### src/rtl/bgs_pkg.sv
// Shared types, widths and constants of the battery gauge smoother.
// No dependencies; imported by every module of the block.
`timescale 1ns / 1ps

package bgs_pkg;

    localparam int SAMPLE_W     = 12;
    localparam int SUM_W        = 16;
    localparam int CNT_W        = 4;
    localparam int MV_W         = 14;
    localparam int GAIN_W       = 16;
    localparam int PCT_W        = 7;
    localparam int SEG_W        = 2;
    localparam int SPAN_W       = 5;
    localparam int PROD_W       = 45;
    localparam int SMOOTH_X_W   = 17;
    localparam int DIV_W        = 20;
    localparam int DVSR_W       = 14;
    localparam int DIV_STEPS    = DIV_W / 2;
    localparam int DIV_CNT_W    = 4;
    localparam int SCALE_SHIFT  = 12;
    localparam int RECIP5_SHIFT = 18;
    localparam int RECIP_SHIFT  = 24;
    localparam int RECIP_W      = 25;
    localparam int QUEUE_DEPTH  = 2;
    localparam int QPTR_W       = 1;
    localparam int APB_ADDR_W   = 5;
    localparam int APB_DATA_W   = 32;
    localparam int SAMPLES_DEF  = 10;

    localparam logic [MV_W-1:0]   MV_MAX  = 14'h3FFF;
    localparam logic [15:0]       RECIP5  = 16'd52429;  // ceil(2^18 / 5)
    localparam logic [PCT_W-1:0]  PCT_MAX = 7'd100;

    localparam logic [PCT_W-1:0]  BASE_GOOD = 7'd75;
    localparam logic [PCT_W-1:0]  BASE_FAIR = 7'd50;
    localparam logic [PCT_W-1:0]  BASE_LOW  = 7'd25;
    localparam logic [PCT_W-1:0]  BASE_CRIT = 7'd5;
    localparam logic [PCT_W-1:0]  BASE_EMPT = 7'd0;
    localparam logic [SPAN_W-1:0] SPAN_WIDE = 5'd25;
    localparam logic [SPAN_W-1:0] SPAN_CRIT = 5'd20;
    localparam logic [SPAN_W-1:0] SPAN_EMPT = 5'd5;

    // register indexes, byte address = 4 * index
    localparam logic [2:0] REG_GAIN     = 3'd0;
    localparam logic [2:0] REG_FULL     = 3'd1;
    localparam logic [2:0] REG_GOOD     = 3'd2;
    localparam logic [2:0] REG_NOMINAL  = 3'd3;
    localparam logic [2:0] REG_LOW      = 3'd4;
    localparam logic [2:0] REG_CRITICAL = 3'd5;
    localparam logic [2:0] REG_EMPTY    = 3'd6;

    typedef enum logic [2:0] {
        ST_FULL     = 3'd0,
        ST_GOOD     = 3'd1,
        ST_FAIR     = 3'd2,
        ST_LOW      = 3'd3,
        ST_CRITICAL = 3'd4,
        ST_EMPTY    = 3'd5
    } t_status;

    typedef enum logic [3:0] {
        S_IDLE,
        S_MUL,
        S_SCALE,
        S_RECIP,
        S_RAW,
        S_SMUL,
        S_SMOOTH,
        S_CLASS,
        S_BMUL,
        S_BDIV,
        S_OUT
    } t_back_state;

    typedef struct packed {
        logic [GAIN_W-1:0] gain_q4_12;
        logic [MV_W-1:0]   full_mv;
        logic [MV_W-1:0]   good_mv;
        logic [MV_W-1:0]   nominal_mv;
        logic [MV_W-1:0]   low_mv;
        logic [MV_W-1:0]   critical_mv;
        logic [MV_W-1:0]   empty_mv;
    } t_cfg;

    typedef struct packed {
        logic [MV_W-1:0]  voltage_mv;
        logic [PCT_W-1:0] percent;
        t_status          status;
        logic [SEG_W-1:0] segments;
        logic             low_flag;
        logic             critical_flag;
    } t_result;

endpackage

### src/rtl/bgs_front.sv
// Front end: sums one burst of samples and hands the closed sum on.
// Depends on bgs_pkg.
`timescale 1ns / 1ps

module bgs_front
    import bgs_pkg::*;
#(
    parameter int SAMPLES = SAMPLES_DEF
) (
    input  logic                i_clk,
    input  logic                i_rst_n,
    input  logic                i_accept,
    input  logic [SAMPLE_W-1:0] i_sample_mv,
    output logic                o_q_push,
    output logic [SUM_W-1:0]    o_q_data
);

    localparam logic [CNT_W-1:0] LAST = CNT_W'(SAMPLES - 1);

    logic [SUM_W-1:0] r_sum, n_sum;
    logic [CNT_W-1:0] r_cnt, n_cnt;
    logic [SUM_W-1:0] sum_next;

    assign sum_next = r_sum + SUM_W'(i_sample_mv);

    always_comb begin
        n_sum    = r_sum;
        n_cnt    = r_cnt;
        o_q_push = 1'b0;
        o_q_data = sum_next;
        if (i_accept) begin
            if (r_cnt == LAST) begin
                // burst closes: hand the sum on and start over
                o_q_push = 1'b1;
                n_sum    = '0;
                n_cnt    = '0;
            end else begin
                n_sum = sum_next;
                n_cnt = r_cnt + CNT_W'(1);
            end
        end
    end

    always_ff @(posedge i_clk) begin
        if (!i_rst_n) begin
            r_sum <= '0;
            r_cnt <= '0;
        end else begin
            r_sum <= n_sum;
            r_cnt <= n_cnt;
        end
    end

endmodule

### src/rtl/bgs_fifo.sv
// Short queue of closed burst sums between front and back end.
// Depends on bgs_pkg.
`timescale 1ns / 1ps

module bgs_fifo
    import bgs_pkg::*;
(
    input  logic             i_clk,
    input  logic             i_rst_n,
    input  logic             i_push,
    input  logic [SUM_W-1:0] i_data,
    output logic             o_full,
    input  logic             i_pop,
    output logic [SUM_W-1:0] o_data,
    output logic             o_empty
);

    logic [SUM_W-1:0]  r_mem [QUEUE_DEPTH];
    logic [QPTR_W-1:0] r_wptr, r_rptr;
    logic [QPTR_W:0]   r_cnt;
    logic              do_push, do_pop;

    assign o_full  = (r_cnt == (QPTR_W + 1)'(QUEUE_DEPTH));
    assign o_empty = (r_cnt == '0);
    assign o_data  = r_mem[r_rptr];
    assign do_push = i_push && !o_full;
    assign do_pop  = i_pop && !o_empty;

    always_ff @(posedge i_clk) begin
        if (do_push) begin
            r_mem[r_wptr] <= i_data;
        end
    end

    always_ff @(posedge i_clk) begin
        if (!i_rst_n) begin
            r_wptr <= '0;
            r_rptr <= '0;
            r_cnt  <= '0;
        end else begin
            if (do_push) begin
                r_wptr <= r_wptr + QPTR_W'(1);
            end
            if (do_pop) begin
                r_rptr <= r_rptr + QPTR_W'(1);
            end
            r_cnt <= r_cnt + (QPTR_W + 1)'(do_push) - (QPTR_W + 1)'(do_pop);
        end
    end

endmodule

### src/rtl/bgs_div.sv
// Restoring divider, two quotient bits per cycle.
// Depends on bgs_pkg.
`timescale 1ns / 1ps

module bgs_div
    import bgs_pkg::*;
(
    input  logic              i_clk,
    input  logic              i_rst_n,
    input  logic              i_start,
    input  logic [DIV_W-1:0]  i_dividend,
    input  logic [DVSR_W-1:0] i_divisor,
    output logic              o_done,
    output logic [DIV_W-1:0]  o_quotient
);

    logic [DVSR_W-1:0]    r_rem, n_rem;
    logic [DIV_W-1:0]     r_quo, n_quo;
    logic [DVSR_W-1:0]    r_dvsr;
    logic [DIV_CNT_W-1:0] r_cnt;
    logic                 r_busy, r_done;

    // two dependent shift-subtract steps
    always_comb begin
        logic [DVSR_W:0] t;
        n_rem = r_rem;
        n_quo = r_quo;
        for (int k = 0; k < 2; k++) begin
            t     = {n_rem, n_quo[DIV_W-1]};
            n_quo = {n_quo[DIV_W-2:0], 1'b0};
            if (t >= {1'b0, r_dvsr}) begin
                t        = t - {1'b0, r_dvsr};
                n_quo[0] = 1'b1;
            end
            n_rem = t[DVSR_W-1:0];
        end
    end

    always_ff @(posedge i_clk) begin
        if (i_start) begin
            r_rem  <= '0;
            r_quo  <= i_dividend;
            r_dvsr <= i_divisor;
        end else if (r_busy) begin
            r_rem <= n_rem;
            r_quo <= n_quo;
        end
    end

    always_ff @(posedge i_clk) begin
        if (!i_rst_n) begin
            r_busy <= 1'b0;
            r_done <= 1'b0;
            r_cnt  <= '0;
        end else begin
            r_done <= 1'b0;
            if (i_start) begin
                r_busy <= 1'b1;
                r_cnt  <= DIV_CNT_W'(DIV_STEPS);
            end else if (r_busy) begin
                r_cnt <= r_cnt - DIV_CNT_W'(1);
                if (r_cnt == DIV_CNT_W'(1)) begin
                    r_busy <= 1'b0;
                    r_done <= 1'b1;
                end
            end
        end
    end

    assign o_done     = r_done;
    assign o_quotient = r_quo;

endmodule

### src/rtl/bgs_back.sv
// Back end: scales, smooths and grades one burst sum, holds the result.
// Depends on bgs_pkg and bgs_div.
`timescale 1ns / 1ps

module bgs_back
    import bgs_pkg::*;
#(
    parameter int SAMPLES = SAMPLES_DEF
) (
    input  logic             i_clk,
    input  logic             i_rst_n,
    input  t_cfg             i_cfg,
    input  logic             i_q_empty,
    input  logic [SUM_W-1:0] i_q_data,
    output logic             o_q_pop,
    input  logic             i_pop,
    output logic             o_valid,
    output t_result          o_result
);

    // half of SAMPLES * 4096, for round-half-up
    localparam logic [PROD_W-1:0] HALF = PROD_W'(SAMPLES * 2048);
    // ceil(2^24 / SAMPLES): exact floor divide for any 20-bit dividend
    localparam logic [RECIP_W-1:0] RECIP_S =
        RECIP_W'((2 ** RECIP_SHIFT + SAMPLES - 1) / SAMPLES);

    t_back_state        r_state, n_state;
    logic [SUM_W-1:0]   r_sum, n_sum;
    logic [PROD_W-1:0]  r_prod, n_prod;
    logic [MV_W-1:0]    r_smooth, n_smooth;
    logic [MV_W-1:0]    r_off, n_off;
    logic [MV_W-1:0]    r_width, n_width;
    logic [PCT_W-1:0]   r_base, n_base;
    logic [SPAN_W-1:0]  r_span, n_span;
    t_status            r_status, n_status;
    logic               r_low, n_low;
    logic               r_crit, n_crit;
    logic [PCT_W-1:0]   r_pct, n_pct;
    t_result            r_out, n_out;
    logic               r_out_valid, n_out_valid;

    logic               div_start, div_done;
    logic [DIV_W-1:0]   div_dividend, div_quo;
    logic [DVSR_W-1:0]  div_divisor;

    t_status            c_status;
    logic [MV_W-1:0]    c_lo, c_hi;
    logic [PCT_W-1:0]   c_base;
    logic [SPAN_W-1:0]  c_span;

    logic [PROD_W-1:0]  scaled;
    logic [MV_W-1:0]    raw;
    logic [MV_W:0]      smooth_q;
    logic [PCT_W:0]     pct_sum;
    logic [SEG_W-1:0]   seg;

    bgs_div u_div (
        .i_clk      (i_clk),
        .i_rst_n    (i_rst_n),
        .i_start    (div_start),
        .i_dividend (div_dividend),
        .i_divisor  (div_divisor),
        .o_done     (div_done),
        .o_quotient (div_quo)
    );

    // band selection, top threshold first
    always_comb begin
        c_status = ST_EMPTY;
        c_lo     = i_cfg.empty_mv;
        c_hi     = i_cfg.critical_mv;
        c_base   = BASE_EMPT;
        c_span   = SPAN_EMPT;
        priority if (r_smooth >= i_cfg.full_mv) begin
            c_status = ST_FULL;
        end else if (r_smooth >= i_cfg.good_mv) begin
            c_status = ST_GOOD;
            c_lo     = i_cfg.good_mv;
            c_hi     = i_cfg.full_mv;
            c_base   = BASE_GOOD;
            c_span   = SPAN_WIDE;
        end else if (r_smooth >= i_cfg.nominal_mv) begin
            c_status = ST_FAIR;
            c_lo     = i_cfg.nominal_mv;
            c_hi     = i_cfg.good_mv;
            c_base   = BASE_FAIR;
            c_span   = SPAN_WIDE;
        end else if (r_smooth >= i_cfg.low_mv) begin
            c_status = ST_LOW;
            c_lo     = i_cfg.low_mv;
            c_hi     = i_cfg.nominal_mv;
            c_base   = BASE_LOW;
            c_span   = SPAN_WIDE;
        end else if (r_smooth >= i_cfg.critical_mv) begin
            c_status = ST_CRITICAL;
            c_lo     = i_cfg.critical_mv;
            c_hi     = i_cfg.low_mv;
            c_base   = BASE_CRIT;
            c_span   = SPAN_CRIT;
        end else begin
            c_status = ST_EMPTY;
        end
    end

    assign scaled   = r_prod + HALF;
    assign raw      = (r_prod[RECIP_SHIFT +: DIV_W] > DIV_W'(MV_MAX)) ? MV_MAX
                                                                     : r_prod[RECIP_SHIFT +: MV_W];
    assign smooth_q = r_prod[RECIP5_SHIFT +: MV_W + 1];
    assign pct_sum  = {1'b0, r_base} + (PCT_W + 1)'(div_quo[PCT_W-1:0]);
    assign seg      = (r_pct >= BASE_GOOD) ? SEG_W'(3) :
                      (r_pct >= BASE_FAIR) ? SEG_W'(2) :
                      (r_pct >= BASE_LOW)  ? SEG_W'(1) : SEG_W'(0);

    always_comb begin
        n_state      = r_state;
        n_sum        = r_sum;
        n_prod       = r_prod;
        n_smooth     = r_smooth;
        n_off        = r_off;
        n_width      = r_width;
        n_base       = r_base;
        n_span       = r_span;
        n_status     = r_status;
        n_low        = r_low;
        n_crit       = r_crit;
        n_pct        = r_pct;
        n_out        = r_out;
        n_out_valid  = r_out_valid && !i_pop;
        o_q_pop      = 1'b0;
        div_start    = 1'b0;
        div_dividend = '0;
        div_divisor  = '0;
        unique case (r_state)
            S_IDLE: begin
                if (!i_q_empty) begin
                    o_q_pop = 1'b1;
                    n_sum   = i_q_data;
                    n_state = S_MUL;
                end
            end
            S_MUL: begin
                n_prod  = PROD_W'(r_sum) * PROD_W'(i_cfg.gain_q4_12);
                n_state = S_SCALE;
            end
            S_SCALE: begin
                // sum * gain + half, then / 4096 and / SAMPLES
                n_prod  = scaled;
                n_state = S_RECIP;
            end
            S_RECIP: begin
                // divide by SAMPLES through the reciprocal
                n_prod  = PROD_W'(r_prod[SCALE_SHIFT +: DIV_W]) * PROD_W'(RECIP_S);
                n_state = S_RAW;
            end
            S_RAW: begin
                if (r_smooth == '0) begin
                    n_smooth = raw;
                    n_state  = S_CLASS;
                end else begin
                    n_prod  = PROD_W'({r_smooth, 2'b00}) + PROD_W'(raw) + PROD_W'(2);
                    n_state = S_SMUL;
                end
            end
            S_SMUL: begin
                // divide by 5 through the reciprocal, exact below 2^18
                n_prod  = PROD_W'(r_prod[SMOOTH_X_W-1:0]) * PROD_W'(RECIP5);
                n_state = S_SMOOTH;
            end
            S_SMOOTH: begin
                n_smooth = (smooth_q > (MV_W + 1)'(MV_MAX)) ? MV_MAX : smooth_q[MV_W-1:0];
                n_state  = S_CLASS;
            end
            S_CLASS: begin
                n_status = c_status;
                n_low    = (r_smooth < i_cfg.low_mv);
                n_crit   = (r_smooth < i_cfg.critical_mv);
                n_off    = r_smooth - c_lo;
                n_width  = c_hi - c_lo;
                n_base   = c_base;
                n_span   = c_span;
                if (c_status == ST_FULL) begin
                    n_pct   = PCT_MAX;
                    n_state = S_OUT;
                end else if (c_status == ST_EMPTY && r_smooth < i_cfg.empty_mv) begin
                    n_pct   = '0;
                    n_state = S_OUT;
                end else begin
                    n_state = S_BMUL;
                end
            end
            S_BMUL: begin
                div_start    = 1'b1;
                div_dividend = DIV_W'(r_off) * DIV_W'(r_span);
                div_divisor  = r_width;
                n_state      = S_BDIV;
            end
            S_BDIV: begin
                if (div_done) begin
                    n_pct   = (pct_sum > (PCT_W + 1)'(PCT_MAX)) ? PCT_MAX
                                                              : pct_sum[PCT_W-1:0];
                    n_state = S_OUT;
                end
            end
            S_OUT: begin
                if (!r_out_valid || i_pop) begin
                    n_out.voltage_mv    = r_smooth;
                    n_out.percent       = r_pct;
                    n_out.status        = r_status;
                    n_out.segments      = seg;
                    n_out.low_flag      = r_low;
                    n_out.critical_flag = r_crit;
                    n_out_valid         = 1'b1;
                    n_state             = S_IDLE;
                end
            end
            default: begin
                n_state = S_IDLE;
            end
        endcase
    end

    always_ff @(posedge i_clk) begin
        if (!i_rst_n) begin
            r_state     <= S_IDLE;
            r_smooth    <= '0;
            r_out_valid <= 1'b0;
        end else begin
            r_state     <= n_state;
            r_smooth    <= n_smooth;
            r_out_valid <= n_out_valid;
        end
    end

    always_ff @(posedge i_clk) begin
        r_sum    <= n_sum;
        r_prod   <= n_prod;
        r_off    <= n_off;
        r_width  <= n_width;
        r_base   <= n_base;
        r_span   <= n_span;
        r_status <= n_status;
        r_low    <= n_low;
        r_crit   <= n_crit;
        r_pct    <= n_pct;
        r_out    <= n_out;
    end

    assign o_valid  = r_out_valid;
    assign o_result = r_out;

endmodule

### src/rtl/battery_gauge_smoother_core.sv
// Top level of the battery gauge smoother: register port, front, queue, back.
// Depends on bgs_pkg, bgs_front, bgs_fifo and bgs_back.
`timescale 1ns / 1ps

// Voltage fuel gauge for a Li-ion cell. Each beat on the input side carries
// one ADC sample in millivolts; every SAMPLES beats close a burst, and each
// burst yields exactly one beat on the result side: the smoothed voltage
// (mean times the Q4.12 gain, rounded, then an 80/20 running average whose
// first nonzero reading is loaded as is), the piecewise-linear percentage,
// the band status, display segments and low/critical flags. Samples are
// taken one per cycle while full is low; a burst sum goes into a two-entry
// queue and full rises only when that queue holds two sums. For a reading
// that falls inside a band, the back end waits on the radix-4 divider for
// the band fraction; its other steps are one multiply, add or compare each
// (the divide by SAMPLES is a reciprocal multiply). A reading at or above
// full_mv, or below empty_mv in the bottom band, skips the divider; the
// first nonzero reading skips the smoothing multiply and divide. An
// unpopped result holds the back end in its last step, so with pop kept
// high a new burst is summed while the back end grades the previous one.
// Thresholds and gain sit in seven APB registers at byte
// addresses 0 to 24; write them only while no burst is in flight.

module battery_gauge_smoother_core
    import bgs_pkg::*;
#(
    parameter int SAMPLES = SAMPLES_DEF
) (
    input  logic                  i_clk,
    input  logic                  i_rst_n,
    // APB register port
    input  logic                  psel,
    input  logic                  penable,
    input  logic                  pwrite,
    input  logic [APB_ADDR_W-1:0] paddr,
    input  logic [APB_DATA_W-1:0] pwdata,
    output logic [APB_DATA_W-1:0] prdata,
    output logic                  pready,
    // sample side
    input  logic                  push,
    output logic                  full,
    input  logic [SAMPLE_W-1:0]   i_sample_mv,
    // result side
    output logic                  empty,
    input  logic                  pop,
    output logic [MV_W-1:0]       o_voltage_mv,
    output logic [PCT_W-1:0]      o_percent,
    output logic [2:0]            o_status,
    output logic [SEG_W-1:0]      o_segments,
    output logic                  o_low_flag,
    output logic                  o_critical_flag
);

    t_cfg             r_cfg;
    logic [2:0]       reg_idx;
    logic             cfg_wr;
    logic             in_accept;
    logic             q_push, q_pop, q_empty, q_full;
    logic [SUM_W-1:0] q_wdata, q_rdata;
    logic             res_valid;
    t_result          res;

    // ---------------- register port ----------------
    assign pready  = 1'b1;
    assign reg_idx = paddr[4:2];
    assign cfg_wr  = psel && penable && pwrite;

    always_ff @(posedge i_clk) begin
        if (!i_rst_n) begin
            r_cfg.gain_q4_12  <= 16'd8192;
            r_cfg.full_mv     <= 14'd4200;
            r_cfg.good_mv     <= 14'd4000;
            r_cfg.nominal_mv  <= 14'd3800;
            r_cfg.low_mv      <= 14'd3600;
            r_cfg.critical_mv <= 14'd3400;
            r_cfg.empty_mv    <= 14'd3200;
        end else if (cfg_wr) begin
            unique case (reg_idx)
                REG_GAIN:     r_cfg.gain_q4_12  <= pwdata[GAIN_W-1:0];
                REG_FULL:     r_cfg.full_mv     <= pwdata[MV_W-1:0];
                REG_GOOD:     r_cfg.good_mv     <= pwdata[MV_W-1:0];
                REG_NOMINAL:  r_cfg.nominal_mv  <= pwdata[MV_W-1:0];
                REG_LOW:      r_cfg.low_mv      <= pwdata[MV_W-1:0];
                REG_CRITICAL: r_cfg.critical_mv <= pwdata[MV_W-1:0];
                REG_EMPTY:    r_cfg.empty_mv    <= pwdata[MV_W-1:0];
                default: begin
                    // unmapped address: write dropped
                end
            endcase
        end
    end

    always_comb begin
        unique case (reg_idx)
            REG_GAIN:     prdata = APB_DATA_W'(r_cfg.gain_q4_12);
            REG_FULL:     prdata = APB_DATA_W'(r_cfg.full_mv);
            REG_GOOD:     prdata = APB_DATA_W'(r_cfg.good_mv);
            REG_NOMINAL:  prdata = APB_DATA_W'(r_cfg.nominal_mv);
            REG_LOW:      prdata = APB_DATA_W'(r_cfg.low_mv);
            REG_CRITICAL: prdata = APB_DATA_W'(r_cfg.critical_mv);
            REG_EMPTY:    prdata = APB_DATA_W'(r_cfg.empty_mv);
            default:      prdata = '0;
        endcase
    end

    // ---------------- front: burst accumulation ----------------
    // A sample beat is taken whenever the queue has room, so the
    // closing sample of a burst always finds a free entry.
    assign full      = q_full;
    assign in_accept = push && !q_full;

    bgs_front #(
        .SAMPLES (SAMPLES)
    ) u_front (
        .i_clk       (i_clk),
        .i_rst_n     (i_rst_n),
        .i_accept    (in_accept),
        .i_sample_mv (i_sample_mv),
        .o_q_push    (q_push),
        .o_q_data    (q_wdata)
    );

    // ---------------- queue of closed burst sums ----------------
    bgs_fifo u_fifo (
        .i_clk   (i_clk),
        .i_rst_n (i_rst_n),
        .i_push  (q_push),
        .i_data  (q_wdata),
        .o_full  (q_full),
        .i_pop   (q_pop),
        .o_data  (q_rdata),
        .o_empty (q_empty)
    );

    // ---------------- back: scale, smooth, grade ----------------
    // The back end owns the result register; it keeps working on the
    // next burst while a finished result waits to be popped.
    bgs_back #(
        .SAMPLES (SAMPLES)
    ) u_back (
        .i_clk     (i_clk),
        .i_rst_n   (i_rst_n),
        .i_cfg     (r_cfg),
        .i_q_empty (q_empty),
        .i_q_data  (q_rdata),
        .o_q_pop   (q_pop),
        .i_pop     (pop),
        .o_valid   (res_valid),
        .o_result  (res)
    );

    assign empty           = !res_valid;
    assign o_voltage_mv    = res.voltage_mv;
    assign o_percent       = res.percent;
    assign o_status        = res.status;
    assign o_segments      = res.segments;
    assign o_low_flag      = res.low_flag;
    assign o_critical_flag = res.critical_flag;

endmodule

### config.mk
export PLATFORM = sky130hd
export DESIGN_NAME = battery_gauge_smoother_core
export DESIGN_NICKNAME = d
export VERILOG_FILES = /design/src/rtl/bgs_pkg.sv /design/src/rtl/bgs_front.sv /design/src/rtl/bgs_fifo.sv /design/src/rtl/bgs_div.sv /design/src/rtl/bgs_back.sv /design/src/rtl/battery_gauge_smoother_core.sv
export SDC_FILE = /design/constraint.sdc
export NUM_CORES = 2
export LEC_CHECK = 0
export ABC_CLOCK_PERIOD_IN_PS = 15850
export BUFFER_PORTS_ARGS = -buffer_cell sky130_fd_sc_hd__buf_2
export CAP_MARGIN = 20
export CORE_ASPECT_RATIO = 1.75
export CORE_MARGIN = 2
export CORE_UTILIZATION = 30
export DETAILED_ROUTE_END_ITERATION = 10
export GPL_ROUTABILITY_DRIVEN = 0
export PLACE_DENSITY = 0.52
export RECOVER_POWER = 100
export SLEW_MARGIN = 20
export SYNTH_ARGS = -nofsm -noshare
export SYNTH_HDL_FRONTEND = slang
export SYNTH_SLANG_ARGS = --single-unit
### constraint.sdc
create_clock -name i_clk -period 15.85 [get_ports i_clk]
set_clock_uncertainty 0.15 [all_clocks]
set_input_delay 3.17 -clock i_clk [delete_from_list [all_inputs] [get_ports i_clk]]
set_output_delay 3.17 -clock i_clk [all_outputs]
set_load 0.02 [all_outputs]
; ---- Yosys cells after proc, flatten, opt, wreduce, memory -nomap -nowiden
; Memories as Yosys holds them, arrays and structs flattened. A register that Yosys moved wholly into a read port is not among the register bits.
; Index checks and enable logic that the tools add are counted.
[classes]
n_mul = 4
muxes = 68
n_shift = 0
n_div = 0
eq_ne = 26
bitwise = 3
addsub = 15
reduce_logical = 39
order_cmp = 16
[op_table]
columns = cell, n
row1 = $pmux 45 s5, 1
row2 = $mux 14, 15
row3 = $pmux 16 s7, 1
row4 = $ge 14x14->1, 5
row5 = $sub 14x14->14, 4
row6 = $mux 7, 7
row7 = $add 45x15->45 const B, 1
row8 = $add 45x2->45 const B, 1
row9 = $mux 45, 1
row10 = $pmux 4 s11, 1
row11 = $lt 14x14->1, 3
row12 = $mul 20x20->40 const B, 1
row13 = $mux 20, 2
row14 = $mul 17x16->33 const B, 1
row15 = $mul 16x16->32, 1
row16 = $ge 15x14->1, 2
row17 = $mux 4, 7
row18 = $pmux 14 s2, 1
row19 = $reduce_and 2->1, 11
row20 = $gt 20x14->1 const B, 1
row21 = $mux 5, 4
row22 = $mul 14x5->19, 1
row23 = $mux 19, 1
row24 = $mux 1, 18
row25 = other kinds (42), 80
[totals]
romBits = 0
elab_cells = 213
latch_bits = 0
ramBits = 32
ff_bits = 322
output_inout_bits = 63
mem_count = 1
inputBits = 56
[memory_table]
columns = memory, words, word_bits, read_ports, rd_clocked_by_memory_dff, write_ports, line_no
row1 = u_fifo.r_mem, 2, 16, 1, 1, 1, bgs_fifo.sv:18  ; logic [SUM_W-1:0] r_mem [QUEUE_DEPTH];

; ---- Depth between registers and ports, before layout
[depth]
depth_word = 11
mapped_depth = 27
depth_no_buf = 25

; ---- Cells and area by module
; From an unflattened synthesis, not the netlist that was laid out.
[hier_totals]
cells_unflattened = 5062
area_unflattened_um2 = 46364.5
[by_module_without_submodules]
columns = mod, cells_each, n_inst, seq_area_each_um2, area_each_um2
row1 = bgs_back, 3928, 1, 4554.4, 34919.7
row2 = battery_gauge_smoother_core, 500, 1, 2001.9, 4792.1
row3 = bgs_div, 378, 1, 1421.4, 3741.1
row4 = bgs_front, 179, 1, 400.4, 1467.7
row5 = bgs_fifo, 77, 1, 1061.0, 1443.9

; ---- Worst setup path before layout
; OpenSTA, ideal clock, no wires.
[synth_timing]
kind = in2out
start = input port paddr[4]
end = output port prdata[11]
setup_slack_ns = 7.769
arrival_ns = 4.761
cell_stages = 5
required_time_ns = 12.530
n_path_buf = 3
path_cell_list = clkbuf_1 clkbuf_1 clkbuf_1 a221oi_1 o21ai_0
[synth_between]
elab_chain_len = 2
word_cells_on_any_way = 8
classes_between = eq/ne (6) / mux (1) / reduce/logical (1)
[synth_rtl]
columns = element, line_no
row1 = "start, declared", battery_gauge_smoother_core.sv:34  ; input logic [APB_ADDR_W-1:0] paddr,
row2 = $eq 3x3->1 (tied with other cells), battery_gauge_smoother_core.sv:93  ; unique case (reg_idx)
row3 = $pmux 16 s7 *, battery_gauge_smoother_core.sv:93
row4 = "end, declared", battery_gauge_smoother_core.sv:36  ; output logic [APB_DATA_W-1:0] prdata,
; Mark *: on every way between the ends. The rest lies on a longest branch, timed or not.

; ---- Final worst setup path
[layout_timing]
start = input port paddr[4]
end = output port prdata[7]
; Same word-level chain as after synthesis.

==> metrics.txt <==
outcome=finished with violations; violated checks=capacitance limit, slew limit; number of resized instances in the post-cts repair step=0; time the worst path needs with I/O delays and setup=10.04 ns; final number of hold-violating endpoints=0; buffers from clock root to sink, at most=3; Yosys reg bits=368; Clock transition at path regs=0.07 ns; combinational family with the most area after synthesis=adder cells; # clock sinks=368; sequential-to-total area share from yosys stat=20.7%; via count of the first global-routing pass=37777; final count of pins violating max slew=454; area overhead of the layout relative to synthesis=9.27%; hold slack=0.303 ns; path type of the worst setup path=in2out; number of DRC markers after the initial detailed-route iteration=1948; number of antenna violations at the first check in global routing=2; pin count of the biggest net entering global routing=88; depth of the worst hold-timing path=0; count of cell types in the netlist=80; cell count after placement=7027; synthesized instance count=5041; xor and xnor fraction of the mapped netlist area=4.64%; Synth top cells by count=sky130_fd_sc_hd__inv_1 (820), sky130_fd_sc_hd__ha_1 (646), sky130_fd_sc_hd__nand2_1 (591); Num CTS Buffers=44; max-slew headroom at the worst pin=-146%; share of synthesized flip-flops with an asynchronous set or reset=0%; first-pass GRT wire length=224 mm; top flip-flop cell by instance count after synthesis=sky130_fd_sc_hd__edfxtp_1; setup repair after global routing missed its margin=no; depth of the worst register-to-register path=22; DR WL/cell=20.6 um; multiplexer share of the synthesized area=1.83%; CTS Hold Buffers Added=0; cell types occupying the most area after synthesis=sky130_fd_sc_hd__fa_1 (20%), sky130_fd_sc_hd__ha_1 (18%), sky130_fd_sc_hd__edfxtp_1 (14%); post-route clock period utilization=63.3%; Std-Cell Core Area=151000 um2; cell type with the highest aggregate area in the netlist=sky130_fd_sc_hd__fa_1; cell chosen for the clock root=sky130_fd_sc_hd__clkbuf_16; overall overflow remaining after global route=0; CTS tree=built; Die H=519 um; nature of the critical path endpoint=output pin; achievable clock frequency=99.6 MHz; Die Wd=298 um; starting density of the core=30.1%; required time reported for the critical path endpoint=12.53 ns; Crit path arrival time=6.72 ns; HPWL reported at the end of detailed placement=118 mm; ratio of cells with drive above 1 in the final layout=4.13%; number of buffers inserted by port buffering=83; Cell Area, Synth=45500 um2; layout net count=6214; Final TNS setup=0 ns; share of the synthesized area in the top cell type=19.5%; vias per cell=5.05; GR Util All Layers=18.9%; synthesis warning total=0; area enclosed by the die boundary=155000 um2; worst skew pair latency=0.66 ns; number of I/O pins=119; Detailed Routing Iterations Pass 1=7; Post-synth EDFFs=205; hold crit path type=reg2reg; Final Non-Filler Cells=7111; area fraction in and, or, nand and nor cells after synthesis=13.6%; adder-cell share of the synthesized area=37.3%; number of levels the H-tree was split into=2; final WL=147 mm; most used standard cell by instance count after synthesis=sky130_fd_sc_hd__inv_1; DRC=0; number of max-capacitance violations reported=9; transition time at the pin with the least slew margin=3.69 ns; standard-cell rows=189; Post-CTS Repair Setup Buffers=0; final critical-path setup slack=5.81 ns; maximum fanout along the worst path=39; synthesized area per cell=9.02 um2; Synth Area in Compound Gates=13.6%; via count of the routed design=35900; Finish-stage setup viols=0; DRT antenna net count=0; worst slack, placed=6.57 ns; crit path launch type=primary input
## final cells by class
cell class	instances	area [um2]
Clock inverter	26	382
Fill cell	15948	101000
Antenna cell	1	2.50
Timing Repair Buffer	138	671
Tap cell	2005	2510
Sequential cell	368	9420
Inverter	820	3080
Clock buffer	56	1240
Multi-Input combinational cell	3697	32400
## per-stage QoR
| stage | util (%) | instance area (um2) |
|---|---|---|
| 3_3_place_gp | 32.0 | 48200 |
| 2_1_floorplan | - | 45500 |
| 4_1_cts | 33.0 | 49800 |
| 5_1_grt | 32.9 | 49700 |
| 6_report | 32.9 | 49700 |
| 3_5_place_dp | 32.0 | 48200 |
## logic make-up after synthesis
logic type / after synthesis
adder cells (fa/ha/maj): 1089
AO/OA/AOI/OAI: 956
buffers and inverters: 991
AND/OR/NAND/NOR: 1319
multiplexers: 75
XOR/XNOR: 241
flip-flops: 368
other: 2
## per-layer routing
| metal | global-route usage [%] | wire, um | vias to the layer above |
|---|---|---|---|
| met5 | 0 | 0 | - |
| met4 | 11.0 | 10100 | 0 |
| met3 | 1.82 | 5630 | 407 |
| met2 | 36.5 | 78200 | 1023 |
| met1 | 19.6 | 52500 | 17520 |
| li1 | - | - | 16950 |
## cells in the final DEF (no fill, tap or decap), types with 35 or more instances in the layout
cell,n
sky130_fd_sc_hd__ha_1,646
sky130_fd_sc_hd__nand2b_1,39
sky130_fd_sc_hd__a21o_1,72
sky130_fd_sc_hd__inv_1,820
sky130_fd_sc_hd__a211oi_1,37
sky130_fd_sc_hd__and2_1,137
sky130_fd_sc_hd__edfxtp_1,205
sky130_fd_sc_hd__a21oi_1,235
sky130_fd_sc_hd__xor2_1,89
sky130_fd_sc_hd__mux2i_1,46
sky130_fd_sc_hd__buf_2,35
sky130_fd_sc_hd__clkbuf_1,78
sky130_fd_sc_hd__fa_1,443
sky130_fd_sc_hd__o211ai_1,54
sky130_fd_sc_hd__nor3_1,64
sky130_fd_sc_hd__xnor2_1,152
sky130_fd_sc_hd__clkbuf_16,45
sky130_fd_sc_hd__nand2_1,590
sky130_fd_sc_hd__nand3_1,82
sky130_fd_sc_hd__dfxtp_1,162
sky130_fd_sc_hd__nor2_1,195
sky130_fd_sc_hd__nor2b_1,51
sky130_fd_sc_hd__o21ai_0,220
sky130_fd_sc_hd__a21boi_0,89
## final timing paths
path | end | slack, ns | start
min | u_back.o_result[0] | 0.30 | u_back.r_crit
max | prdata[7] | 5.81 | paddr[4]
max reg2reg | u_back.r_prod[31] | 7.56 | r_cfg[86]
min reg2reg | u_back.o_result[0] | 0.30 | u_back.r_crit
## state kept, by name, indices dropped and copies added, names as in the netlist, 7 cells and up
signal                   cells
r_cfg                      100
u_back.o_result             28
u_back.r_base                7
u_back.r_off                14
u_back.r_pct                 7
u_back.r_prod               44
u_back.r_smooth             14
u_back.r_sum                16
u_back.r_width              14
u_back.u_div.o_quotient     20
u_back.u_div.r_dvsr         14
u_back.u_div.r_rem          14
u_fifo.r_mem                32
u_front.r_sum               16
## worst max-delay path, cell delays in order
cell and delay [ns]:
sky130_fd_sc_hd__clkbuf_1 1.60, sky130_fd_sc_hd__inv_1 0.50, sky130_fd_sc_hd__nor2_1 0.63, sky130_fd_sc_hd__a22oi_1 0.18, sky130_fd_sc_hd__o22ai_1 0.34, sky130_fd_sc_hd__clkbuf_1 0.28
Power is not shown: default switching activity piles up to over one toggle a cycle in this logic, so the estimate is an artifact.
